<file path="src/rtl/core/sacr_pkg.sv">
// Shared types, constants and arithmetic helpers for the sky angle to camera rotation block.
`timescale 1ns / 1ps
package sacr_pkg;

	// Pipeline depths
	localparam int TRIG_STAGES      = 16;
	localparam int MATRIX_FRAC_BITS = 14;
	localparam int PHASE_STAGES     = 3;
	localparam int FOCAL_W          = 22;
	localparam int DIV_STEPS        = FOCAL_W;
	localparam int MAT_DLY          = DIV_STEPS - 1;
	localparam int PIPE_LEN         = PHASE_STAGES + TRIG_STAGES + 1 + 2 + DIV_STEPS;

	// Angle lanes
	localparam int LANES     = 5;
	localparam int LANE_AZ   = 0;
	localparam int LANE_ALT  = 1;
	localparam int LANE_ROLL = 2;
	localparam int LANE_HFOV = 3;
	localparam int LANE_VFOV = 4;

	// Angle to phase: 2^32 = 36000 * 119304 + 23296 = 72000 * 59652 + 23296
	localparam int TURN_HUNDREDTHS = 36000;
	localparam int PHASE_K_FULL    = 119304;
	localparam int PHASE_K_HALF    = 59652;
	localparam int PHASE_REM       = 23296;
	localparam int ROUND_FULL      = 18000;
	localparam int ROUND_HALF      = 36000;
	localparam int SHIFT_FULL      = 5;
	localparam int SHIFT_HALF      = 6;
	localparam int RECIP_DIV       = 1125;
	localparam int RECIP_MUL       = 3817748;

	// CORDIC
	localparam logic signed [31:0] CORDIC_GAIN = 32'sd652032874;
	localparam logic signed [31:0] EIGHTH_TURN = 32'sd536870912;

	// Matrix output scaling
	localparam int MAT_SHIFT = 30 - MATRIX_FRAC_BITS;
	localparam int MAT_RND   = (MAT_SHIFT > 0) ? (1 << (MAT_SHIFT - 1)) : 0;
	localparam logic signed [34:0] MAT_LIM = 35'sd1 <<< MATRIX_FRAC_BITS;

	// Focal divider
	localparam int NUM_W = 48;
	localparam int DEN_W = 32;
	localparam logic [FOCAL_W-1:0] FOCAL_MAX = {FOCAL_W{1'b1}};

	typedef enum logic [1:0] {
		FC_DIVIDE,
		FC_ZERO,
		FC_MAX
	} fcode_t;

	typedef struct packed {
		logic signed [31:0] x;
		logic signed [31:0] y;
		logic signed [31:0] z;
		logic [1:0]         quarter;
	} rot_t;

	typedef struct packed {
		logic [NUM_W-1:0]   rem;
		logic [DEN_W-1:0]   den;
		logic [FOCAL_W-1:0] quo;
		fcode_t             code;
	} div_t;

	// Arctangent of 2^-i in 2^32 turn units
	function automatic logic signed [31:0] atan_turn(input logic [4:0] idx);
		logic signed [31:0] a;
		begin
			unique case (idx)
				5'd0:  a = 32'sh20000000;
				5'd1:  a = 32'sh12E4051D;
				5'd2:  a = 32'sh09FB385B;
				5'd3:  a = 32'sh051111D4;
				5'd4:  a = 32'sh028B0D43;
				5'd5:  a = 32'sh0145D7E1;
				5'd6:  a = 32'sh00A2F61E;
				5'd7:  a = 32'sh00517C55;
				5'd8:  a = 32'sh0028BE53;
				5'd9:  a = 32'sh00145F2E;
				5'd10: a = 32'sh000A2F98;
				5'd11: a = 32'sh000517CC;
				5'd12: a = 32'sh00028BE6;
				5'd13: a = 32'sh000145F3;
				5'd14: a = 32'sh0000A2F9;
				5'd15: a = 32'sh0000517C;
				5'd16: a = 32'sh000028BE;
				5'd17: a = 32'sh0000145F;
				5'd18: a = 32'sh00000A2F;
				5'd19: a = 32'sh00000517;
				5'd20: a = 32'sh0000028B;
				5'd21: a = 32'sh00000145;
				5'd22: a = 32'sh000000A2;
				5'd23: a = 32'sh00000051;
				default: a = 32'sh00000000;
			endcase
			return a;
		end
	endfunction

	// Q30 product with round half up
	function automatic logic signed [31:0] mul_q30(input logic signed [31:0] a,
			input logic signed [31:0] b);
		logic signed [63:0] p;
		begin
			p = 64'(a) * 64'(b) + 64'sd536870912;
			return p[61:30];
		end
	endfunction

	// Round Q30 to matrix format and saturate
	function automatic logic [15:0] mat_out(input logic signed [33:0] v);
		logic signed [34:0] t;
		begin
			t = (35'(v) + 35'(MAT_RND)) >>> MAT_SHIFT;
			if (t > MAT_LIM)
				t = MAT_LIM;
			else if (t < -MAT_LIM)
				t = -MAT_LIM;
			return t[15:0];
		end
	endfunction

endpackage

</file>
<file path="src/rtl/core/sacr_div_cell.sv">
// One restoring division step of the focal fraction with its output register.
`timescale 1ns / 1ps
module sacr_div_cell (
	input  logic           clk,
	input  logic           en,
	input  logic [4:0]     step,
	input  sacr_pkg::div_t div_in,
	output sacr_pkg::div_t div_out
);

	localparam int CMP_W = sacr_pkg::DEN_W + sacr_pkg::FOCAL_W;

	logic [CMP_W-1:0] trial;
	logic             take;

	always_comb begin
		trial = CMP_W'(div_in.den) << step;
		take  = (CMP_W'(div_in.rem) >= trial);
	end

	// Subtract shifted divisor where it fits and set the quotient bit
	always_ff @(posedge clk) begin
		if (en) begin
			div_out.den  <= div_in.den;
			div_out.code <= div_in.code;
			if (take) begin
				div_out.rem <= div_in.rem - trial[sacr_pkg::NUM_W-1:0];
				div_out.quo <= div_in.quo | (sacr_pkg::FOCAL_W'(1) << step);
			end else begin
				div_out.rem <= div_in.rem;
				div_out.quo <= div_in.quo;
			end
		end
	end

endmodule

</file>
<file path="config.mk">
export PLATFORM = sky130hd
export DESIGN_NAME = sacr_div_cell
export DESIGN_NICKNAME = d
export VERILOG_FILES = /design/src/rtl/core/sacr_pkg.sv /design/src/rtl/core/sacr_div_cell.sv
export SDC_FILE = /design/constraint.sdc
export NUM_CORES = 1
export LEC_CHECK = 0
export BUFFER_PORTS_ARGS = -buffer_cell sky130_fd_sc_hd__buf_2
export CAP_MARGIN = 20
export CORE_MARGIN = 5
export CORE_UTILIZATION = 55
export CTS_CLUSTER_DIAMETER = 80
export DETAILED_ROUTE_END_ITERATION = 7
export HOLD_SLACK_MARGIN = 0.15
export PLACE_DENSITY = 0.93
export SETUP_SLACK_MARGIN = 0.3
export SKIP_CTS_REPAIR_TIMING = 1
export SYNTH_ARGS = -nofsm -noshare
export SYNTH_HDL_FRONTEND = slang
export SYNTH_SLANG_ARGS = --single-unit
</file>
<file path="constraint.sdc">
create_clock -name clk -period 8.2 [get_ports clk]
set_input_delay 1.64 -clock clk [delete_from_list [all_inputs] [get_ports clk]]
set_output_delay 1.64 -clock clk [all_outputs]
set_load 0.005 [all_outputs]
</file>
After elaboration in Yosys (flattened, before gate mapping)
Index checks and enable logic that the tools add are counted.
Widths: inputs -> output; s select.
- bits of input ports: 111
- memories: 0
- word-level logic and storage cells: 11
- RAM bits: 0
- output and inout bits: 104
- bits in read-only memories: 0
- flip-flop bits (word level): 104
- latch bits: 0
- divide/modulo/power cells: 0
- shift-type cells: 2
- equal/unequal tests: 0
- bitwise gates (word level): 1
- reductions and logical operators: 0
- muxes and demuxes: 2
- add/sub/neg operators: 1
- order comparisons: 1
- multiply operators: 0
- operators with widths (kind ; number):
    $ge 48x54->1 ; 1
    $shl 32x5->54 ; 1
    $mux 48 ; 1
    $sub 48x48->48 ; 1
    $mux 22 ; 1
    $or 22x22->22 ; 1
    $shl 1x5->22 const A ; 1

Depth between registers and ports, before layout
Gate-level depths: netlist of run 1.
- depth in word-level cells: 3
- depth in mapped cells: 23
- gate-level depth less buffers: 18

Least setup slack after synthesis of run 1
Ideal clock, no wire load.
- path type: in2reg
- start: in step[0]
- end: reg div_out[103] in the netlist's numbering, data pin
- cell stages on the path: 22
- setup slack: 1.635 ns
- arrival: 6.305 ns
- library setup time: 0.260 ns
- buffers on the path: 6
- data required time: 7.940 ns
- cells stage by stage: buf_6 buf_4 buf_1 buf_2 mux4_2 mux2i_1 nand2_1 o21ai_0 nor2_1 a21oi_1 ha_1 clkbuf_1 and3_1 nand3_1 or3_1 o22a_1 a21oi_1 nor2_1 o211a_1 o31ai_4 buf_6 mux2_2
- longest elaborated chain between the ends: 3
- elaborated cells between the ends (all ways): 4
- classes of those cells: add/sub (1); order compare (1); shift (1); mux (1)
- ends and longest elaborated chain (what ; RTL line ; source):
    start: declaration ; sacr_div_cell.sv:6 ; input logic [4:0] step,
    $shl 32x5->54 * ; sacr_div_cell.sv:17 ; trial = CMP_W'(div_in.den) << step;
    $sub 48x48->48 / $ge 48x54->1 (equally long branches) ; sacr_div_cell.sv:27, sacr_div_cell.sv:18 ;
    $mux 48 * ; sacr_div_cell.sv:26 ; if (take) begin
    end: declaration ; sacr_div_cell.sv:8 ; output sacr_pkg::div_t div_out
Every way passes the cells marked *; elsewhere a longest branch is shown, timed or not.
A chain may end at the register's enable or synchronous reset.

Worst setup path after layout of run 1
- start: in step[0]
- end: reg div_out[78] in the netlist's numbering, data pin
Same word-level chain as after synthesis.

==> qor.yml, run 1 <==
fin_nets: 1256
p_leak_uw: 0.004433
vias_per_cell: 6.289
top_regs: "div_out (104)"
vias: 8270
hpwlAfterDp_mm: 20.86
synth_cell_types: 62
htree_levels: 3
arrival_ns: 7.01
ys_top_cells_by_area: "edfxtp_1 35%, mux2_2 7.5%, ha_1 6.9%"
clk_pin_slew_worst_paths_ns: 0.08
drc: 0
final_layout_size_suffix_gt1_share_pct: 30.85
io_pins: 215
path_delay_family: "compound AO/OA/AOI/OAI gates"
design_power_total_uw: 1891
dpl.cell_count: 1298
initialDrtViolationCount: 919
synth_area_per_cell_um2: 9.789
slowest_delay_ns: 0.55
power_density_nw_per_um2: 181.5
dieArea_um2: 19030
grt_pass1_vias: 7829
syn2layout_area_growth_pct: 15.73
fp.dieW_um: 138.0
yosysTopAreaCell: "edfxtp_1"
clockBufferDepth: 2
wl_per_cell_um: 20.23
grt_pass1_wl_mm: 40.72
wirelength_mm: 26.60
synth_edf_count: 104
netlist_instances: 920
core-area_um2: 16000
grtUsageTotal_pct: 27.40
hold_path.class: "in2reg"
required_ns: 8.32
n_antenna_cell: 0
die_y_um: 138.0
root_buffer: "clkbuf_16"
vdd_drop_max_mv: 0.1215
worstPathMaxFanout: 49
cts_buffers: 9
relSlewSlack_pct: 36.71
worstPathCellList: "buf_2 -> buf_4 -> mux2_2 -> o22ai_1 -> a221oi_1 -> nor2_1 -> a21oi_1 -> mux2i_1 -> ha_1 -> and3_1 -> nand3_1 -> or3_1 -> o22a_1 -> a21oi_1 -> nor2_1 -> o211a_1 -> o31ai_4 -> buf_4 -> mux2_2"
hold_viol: 0
yosysWarnings: 0
fmax_mhz: 145.3
tritoncts: "done"
gp_congestion: 1.008
grt_antenna_before_repair: 0
finalSetupViolations: 0
num_rows: 46
gr-total-overflow: 0
crit_slowest_cell: "buf_2"
dr.pass1.iters: 6
start_kind: "input port"
ys_seq_area_share_pct: 34.68
fin_crit_sh_pct: 83.95
async_flop_share_pct: 0
synthesis.area_um2: 9006
status: "complete, no violations"
regMostFlops: "div_out"
final_common_cell: "buf_2"
synth.ff_latch_count: 104
fillers: 1323
start_util_pct: 56.29
path_class: "in2reg"
worst_pin_slew_ns: 0.9458
netlist.area_leader.share_pct: 34.68
rsz0062_at_grt: "false"
synth_ff_type: "edfxtp_1"
fin_crit_ns: 6.884
drv_slew: 0
cts.sinks: 104
fin_cells: 1315
largest_reg_flops: 104
fin_tns_setup_ns: 0
ant_nets: 0
path_buf_inv: 3
io_buffers: 214
synth_nets: 1082
cap_violations: 0
grt_max_degree: 55
mostFrequentLayoutCells: "213 x buf_2, 104 x edfxtp_1, 83 x a21oi_1"
endpoint_kind: "flip-flop"
==> layer usage <==
metal | GRT usage [%] | vias up | part of all wire, %
met5 | 0 | - | 0
met1 | 37.12 | 3857 | 41
met3 | 5.152 | 76 | 9.6
li1 | - | 3857 | -
met4 | 10.15 | 0 | 3.5
met2 | 43.90 | 480 | 46
==> Yosys cell counts, drive strengths merged (6+ instances only) <==
cell    number
a211oi       8
a21o        26
a21oi       83
a31o        15
a31oi        8
a41o         8
and2         7
and3        11
buf         17
clkbuf      41
edfxtp     104
ha          50
inv         27
mux2        64
mux2i       50
mux4        16
nand2       75
nand2b      11
nand3       22
nand4       15
nor2        62
nor2b        7
nor3        11
o211ai       9
o21a         9
o21ai       41
o21bai       6
o22a         9
o22ai        6
o31ai        6
or2          7
xnor2       29
xor2        12
==> layout make-up <==
class                   count  area, um2  area share [%]
clock buffers               9      225.2           2.161
well taps                 216      270.3           2.593
repair buffers            221       1126           10.80
flip-flops and latches    104       3123           29.96
clock inverters             7      70.07          0.6723
inverters                  28      105.1           1.008
multi-input cells         730       5503           52.80
==> metrics by stage <==
| stage | setup slack (ns) | hold slack, ns | util, % | instance area [um2] |
|---|---|---|---|---|
| floorplan | 1.635 | 1.739 | - | 9006 |
| global placement | 1.208 | 1.820 | 63.25 | 10120 |
| detailed placement | 1.083 | 1.819 | 63.25 | 10120 |
| CTS | 1.467 | 1.436 | 65.09 | 10420 |
| global route | 1.050 | 1.437 | 65.14 | 10420 |
| finish | 1.316 | 1.438 | 65.14 | 10420 |
==> path summary, 6_finish.rpt <==
check / startpoint / endpoint / slack [ns] / depth (start not counted)
max: step[0] / div_out[78]$_DFFE_PP_ / 1.32 / 19
min: div_in[1] / div_out[1]$_DFFE_PP_ / 1.44 / 1
==> logic make-up after synthesis <==
logic type	synth area share, %
adders and majority gates	7.169
DFF	34.68
and+or+nand+nor	12.78
xor gates and xnor gates	3.987
muxes	17.56
AOI/OAI and AO/OA	19.60
buffers and inverters	4.223
==> where the power goes <==
group	switching (uW)	leakage, uW	internal (uW)
clock	223	0.000142	215
sequential	16.1	0.00102	665
combinational	438	0.00327	334
Note: power is estimated with default switching activity, not from simulation.
==> inputs of run 2 (changes only) <==
--- a/config.mk
+++ b/config.mk
@@ -5,6 +5,7 @@
 export SDC_FILE = /design/constraint.sdc
 export NUM_CORES = 1
 export LEC_CHECK = 0
+export ABC_AREA = 1
 export BUFFER_PORTS_ARGS = -buffer_cell sky130_fd_sc_hd__buf_2
 export CAP_MARGIN = 20
 export CORE_MARGIN = 5
@@ -12,7 +13,7 @@
 export CTS_CLUSTER_DIAMETER = 80
 export DETAILED_ROUTE_END_ITERATION = 7
 export HOLD_SLACK_MARGIN = 0.15
-export PLACE_DENSITY = 0.93
+export PLACE_DENSITY = 0.91
 export SETUP_SLACK_MARGIN = 0.3
 export SKIP_CTS_REPAIR_TIMING = 1
 export SYNTH_ARGS = -nofsm -noshare
==> constraint.sdc (replaced) <==
create_clock -name clk -period 6.9 [get_ports clk]
set_input_delay 1.38 -clock clk [delete_from_list [all_inputs] [get_ports clk]]
set_output_delay 1.38 -clock clk [all_outputs]
set_load 0.005 [all_outputs]
==> run 2 against run 1 <==
Effect of this change:
- global-route usage up 7.6 points
- setup slack worse by 0.27 ns
- sequential share of layout area down 4.1 points
- critical endpoint is now div_out[8]$_DFFE_PP_
- die area up 16%
==> qor.yml, run 2 <==
gp_congestion: 1.044  # +3.6%
drc: 0  # unchanged
hold_viol: 0  # unchanged
hpwlAfterDp_mm: 32.82  # +57%
relSlewSlack_pct: 42.08  # +5.4 points
synth_ff_type: "edfxtp_1"
n_antenna_cell: 0  # unchanged
required_ns: 7.12  # -1.20 ns
synth_cell_types: 36  # -42%
async_flop_share_pct: 0  # unchanged
synth_common_cells: "763 x nand2_1, 296 x inv_1, 173 x nand3_1"
netlist_instances: 1773  # +93%
place_ws_ns: 0.7396  # -0.3433 ns
status: "complete, no violations"
mostFrequentLayoutCells: "762 x nand2_1, 296 x inv_1, 213 x buf_2"
yosysWarnings: 0  # unchanged
p_int_uw: 1354  # +12%
worst_pin_slew_ns: 0.8688  # -0.07706 ns
start_util_pct: 56.32  # about the same
fp.dieW_um: 148.9  # +7.9%
initialDrtViolationCount: 1201  # +31%
regMostFlops: "div_out"
syn2layout_area_growth_pct: 13.86
p_leak_uw: 0.006756  # +52%
grt_pass1_wl_mm: 59.77  # +47%
seqPwrFrac_pct: 34.4  # -1.6 points
combPwrFrac_pct: 43.6  # +2.8 points
cap_violations: 0  # unchanged
synth_edf_count: 104  # unchanged
final_layout_size_suffix_gt1_share_pct: 13.13  # -18 points
p_sw_uw: 963.1  # +42%
synth_nets: 1935  # +79%
synthesis.area_um2: 10610  # +18%
grt_max_degree: 71  # +29%
dr.pass1.iters: 6  # unchanged
die_y_um: 148.9  # +7.9%
cts_buffers: 9  # unchanged
drv_slew: 0  # unchanged
synth_area_per_cell_um2: 5.981  # -39%
wirelength_mm: 39.79  # +50%
netlist.area_leader.share_pct: 29.45  # -5.2 points
clk_pin_slew_worst_paths_ns: 0.08  # about the same
top_regs: "div_out (104)"
path_class: "in2reg"
yosysTopAreaCell: "edfxtp_1"
dieArea_um2: 22160  # +16%
vias: 12080  # +46%
clockBufferDepth: 2  # unchanged
grtUsageTotal_pct: 35.02  # +7.6 points
fin_crit_ns: 5.854
fmax_mhz: 170.8
grt_antenna_before_repair: 0  # unchanged
ys_seq_area_share_pct: 29.45  # -5.2 points
num_rows: 50  # +8.7%
endpoint_kind: "flip-flop"
io_pins: 215  # unchanged
fin_ws_ns: 1.046  # -0.2693 ns
ant_nets: 0  # unchanged
root_buffer: "clkbuf_16"
largest_reg_flops: 104  # unchanged
start_kind: "input port"
worstPathMaxFanout: 70  # +43%
power.share.clock_pct: 22.0  # -1.1 points
fin_crit_sh_pct: 84.83
rsz0062_at_grt: "false"
arrival_ns: 6.08  # -0.93 ns
core-area_um2: 18830  # +18%
wl_per_cell_um: 17.94  # -11%
power_density_nw_per_um2: 191.9  # +5.8%
tritoncts: "done"
grt_pass1_vias: 11290  # +44%
cts.sinks: 104  # unchanged
fin_tns_setup_ns: 0  # unchanged
ys_top_cells_by_area: "edfxtp_1 29%, nand2_1 27%, inv_1 10%"
yosysMostFrequentCell: "nand2_1"
final_common_cell: "nand2_1"
gr-total-overflow: 0  # unchanged
io_buffers: 214  # unchanged
hold_path.class: "in2reg"
htree_levels: 3  # unchanged
fin_nets: 2115  # +68%
swShare_pct: 41.56  # +5.7 points
synth.ff_latch_count: 104  # unchanged
finalSetupViolations: 0  # unchanged
vdd_drop_max_mv: 0.1138  # -6.3%
vias_per_cell: 5.448  # -13%
## run 2: metrics by stage
stage | cells | util [%] | hold slack, ns | instance area (um2) | power (uW)
2_1_floorplan | 1773 | - | 1.479 | 10610 | 1449
3_3_place_gp | 2202 | 62.63 | 1.559 | 11790 | 1783
3_5_place_dp | 2202 | 62.63 | 1.569 | 11790 | 1796
4_1_cts | 2218 | 64.13 | 1.201 | 12080 | 2302
5_1_grt | 2218 | 64.13 | 1.198 | 12080 | 2458
6_report | 2218 | 64.13 | 1.201 | 12080 | 2318
## run 2: kinds of logic (layout without fill, tap and decap cells)
kind of cell	count (synthesis)	count (layout)	synth area share, %
buffers and inverters	359	544	13.47
XOR/XNOR	24	24	1.982
AO/OA/AOI/OAI	133	133	6.784
multiplexers	2	2	0.1888
flip-flops	104	104	29.45
AND/OR/NAND/NOR	1100	1100	42.04
adder cells (fa/ha/maj)	51	51	6.088
## run 2: critical path, cell delays in order
cell	delay, ns
buf_2	0.52
inv_2	0.40
o21ai_0	0.33
o21ai_0	0.15
o22ai_1	0.39
nand2_1	0.09
nand2_1	0.15
nand2_1	0.14
ha_1	0.39
nand2_1	0.09
inv_1	0.08
nand2_1	0.08
nor3_1	0.25
nand2_1	0.08
nand2_1	0.22
nand2_1	0.11
nand3_1	0.12
nand2_1	0.07
nand2_2	0.07
buf_4	0.62
nand3_1	0.20
nand2_1	0.12
## run 2: final timing paths
kind,from,endpoint,slack [ns],cells after the start
max,step[0],div_out[8]$_DFFE_PP_,1.05,22
min,div_in[1],div_out[1]$_DFFE_PP_,1.20,1
## run 2: per-layer routing
metal  part of all wire (%)  wire length, um  track usage, %  vias up
li1                       -                -               -     5910
met1                     39            15370           43.29     5391
met2                     46            18160           58.51      657
met3                    9.4             3752           5.591      126
met4                    6.3             2507           19.41        0
met5                      0                0               0        -
## run 2: area by class of cell
cell class,count,area [um2]
clock buffers,10,229.0
clock inverters,6,52.55
fillers,1867,6755
inverters,304,1141
multi-input cells,1310,6056
flip-flops and latches,104,3123
well taps,260,325.3
repair buffers,224,1149
## run 2: power groups by stage
| stage | registers (uW) | logic [uW] | clock network [uW] |
|---|---|---|---|
| floorplan | 822 | 627 | 0 |
| global placement | 810 | 973 | 0 |
| detailed placement | 811 | 985 | 0 |
| CTS | 798 | 990 | 514 |
| global route | 803 | 1120 | 539 |
| finish | 798 | 1010 | 509 |
==> inputs of run 3 (changes only) <==
==> constraint.sdc (replaced) <==
create_clock -name clk -period 5.94 [get_ports clk]
set_input_delay 1.188 -clock clk [delete_from_list [all_inputs] [get_ports clk]]
set_output_delay 1.188 -clock clk [all_outputs]
set_load 0.005 [all_outputs]
==> run 3 against run 2 <==
Effect of this change:
- first-iteration DRC count grew 5.5%
- design area grew 1.5%
- die area is the same
- non-clock buffer count grew 19
- cell count grew 0.86%
- via count grew 1.2%
- largest cell class unchanged
- largest power group unchanged
==> qor.yml, run 3 (same netlist as run 2, synthesis figures left out) <==
status: "complete, no violations"
cts.sinks: 104  # unchanged
hpwlAfterDp_mm: 33.61  # +2.4%
p_sw_uw: 1155  # +20%
top_regs: "div_out (104)"
wirelength_mm: 40.51  # +1.8%
crit_start: "step[0]"
path_delay_family: "simple AND/OR/NAND/NOR gates"
vdd_drop_max_mv: 0.1606  # +41%
power_density_nw_per_um2: 224.3  # +17%
n_antenna_cell: 0  # unchanged
drv_slew: 0  # unchanged
seqPwrFrac_pct: 33.7  # -0.7 points
drc: 0  # unchanged
clockBufferDepth: 2  # unchanged
tritoncts: "done"
core-area_um2: 18830  # unchanged
dr.pass1.iters: 6  # unchanged
mostFrequentLayoutCells: "762 x nand2_1, 296 x inv_1, 213 x buf_2"
grtUsageTotal_pct: 35.60  # +0.58 points
syn2layout_area_growth_pct: 15.62
fmax_mhz: 199.4
final_common_cell: "nand2_1"
start_util_pct: 56.32  # unchanged
power.share.clock_pct: 22.5  # +0.5 points
finalSetupViolations: 0  # unchanged
vias: 12240  # +1.2%
endpoint: "div_out[60]$_DFFE_PP_"
dpl.cell_count: 2221  # +0.86%
fin_crit_ns: 5.016
fp.dieW_um: 148.9  # unchanged
crit_slowest_cell: "o21ai_0"
largest_reg_flops: 104  # unchanged
fin_cells: 2237  # +0.86%
vias_per_cell: 5.469  # +0.39%
cts_buffers: 9  # unchanged
hold_viol: 0  # unchanged
die_y_um: 148.9  # unchanged
design_power_total_uw: 2751  # +19%
slowest_delay_ns: 0.43  # -0.19 ns
crit_cells: 26  # +18%
dieArea_um2: 22160  # unchanged
fin_tns_setup_ns: 0  # unchanged
worst_pin_slew_ns: 0.8377  # -0.03112 ns
crit_top_cell: "nand2_1"
io_pins: 215  # unchanged
fin_nets: 2134  # +0.90%
endpoint_kind: "flip-flop"
swShare_pct: 41.97  # +0.41 points
gr-total-overflow: 0  # unchanged
gp_congestion: 1.054  # +0.99%
path_buf_inv: 5  # +1
wl_per_cell_um: 18.11  # +0.94%
final_layout_size_suffix_gt1_share_pct: 13.96  # +0.83 points
ant_nets: 0  # unchanged
initialDrtViolationCount: 1267  # +5.5%
grt_max_degree: 58  # -18%
final_util_pct: 65.12  # +0.99 points
required_ns: 6.06  # -1.06 ns
clk_pin_slew_worst_paths_ns: 0.08  # about the same
rsz0062_at_grt: "false"
htree_levels: 3  # unchanged
regMostFlops: "div_out"
num_rows: 50  # unchanged
p_leak_uw: 0.006872  # +1.7%
grt_pass1_wl_mm: 60.48  # +1.2%
arrival_ns: 5.14  # -0.94 ns
combPwrFrac_pct: 43.8  # +0.2 points
io_buffers: 214  # unchanged
cap_violations: 0  # unchanged
hold_path.class: "in2reg"
p_int_uw: 1596  # +18%
worstPathMaxFanout: 27  # -61%
grt_antenna_before_repair: 1  # +1
relSlewSlack_pct: 43.96  # +1.9 points
start_kind: "input port"
fin_crit_sh_pct: 84.45
root_buffer: "clkbuf_16"
grt_pass1_vias: 11260  # -0.28%
path_class: "in2reg"
## run 3: cell types whose count changed in the layout (fill, tap and decap cells not counted)
cell | before | now
clkbuf_1 | 1 | 0
clkinvlp_4 | 2 | 1
buf_12 | 0 | 3
clkinv_1 | 2 | 3
buf_4 | 11 | 27
inv_8 | 1 | 3
clkinv_4 | 2 | 1
## run 3: final cells by class
class                   instances  area [um2]
well taps                     260       325.3
clock inverters                 7       62.56
repair buffers                243        1329
flip-flops and latches        104        3123
inverters                     304        1141
fillers                      1824        6569
clock buffers                   9       225.2
multi-input cells            1310        6056
## run 3: worst min-delay path by stage
stage | from | end | slack, ns | cells past startpoint
final | div_in[1] | div_out[1]$_DFFE_PP_ | 0.99 | 1
after global routing | div_in[1] | div_out[1]$_DFFE_PP_ | 0.99 | 1
after CTS | div_in[1] | div_out[1]$_DFFE_PP_ | 0.99 | 1
after detailed placement | div_in[1] | div_out[1]$_DFFE_PP_ | 1.37 | 1
after global placement | div_in[0] | div_out[0]$_DFFE_PP_ | 1.37 | 1
after floorplan | div_in[0] | div_out[0]$_DFFE_PP_ | 1.29 | 0
## run 3: through the flow
stage / hold slack [ns] / setup WS [ns] / area, um2
2_1_floorplan: 1.287 / 1.541 / 10610
3_3_place_gp: 1.368 / 0.6754 / 11970
3_5_place_dp: 1.371 / 0.6396 / 11970
4_1_cts: 0.9932 / 0.9961 / 12260
5_1_grt: 0.9879 / 0.4952 / 12260
6_report: 0.9940 / 0.9238 / 12260
## run 3: power by group through the flow
stage          sequential [uW]  combinational, uW  clock, uW
5_1_grt                    932               1330        651
3_3_place_gp               940               1160          0
6_report                   926               1200        620
4_1_cts                    927               1180        621
2_1_floorplan              955                728          0
3_5_place_dp               942               1170          0
## run 3: routing by layer
metal / wire length, um / vias to the layer above / track usage (%) / part of all wire (%)
met1: 15610 / 5514 / 43.99 / 39
met5: 13 / - / 0 / 0.032
met2: 18770 / 659 / 60.58 / 46
met3: 3992 / 119 / 6.168 / 9.9
li1: - / 5941 / - / -
met4: 2117 / 2 / 16.84 / 5.2
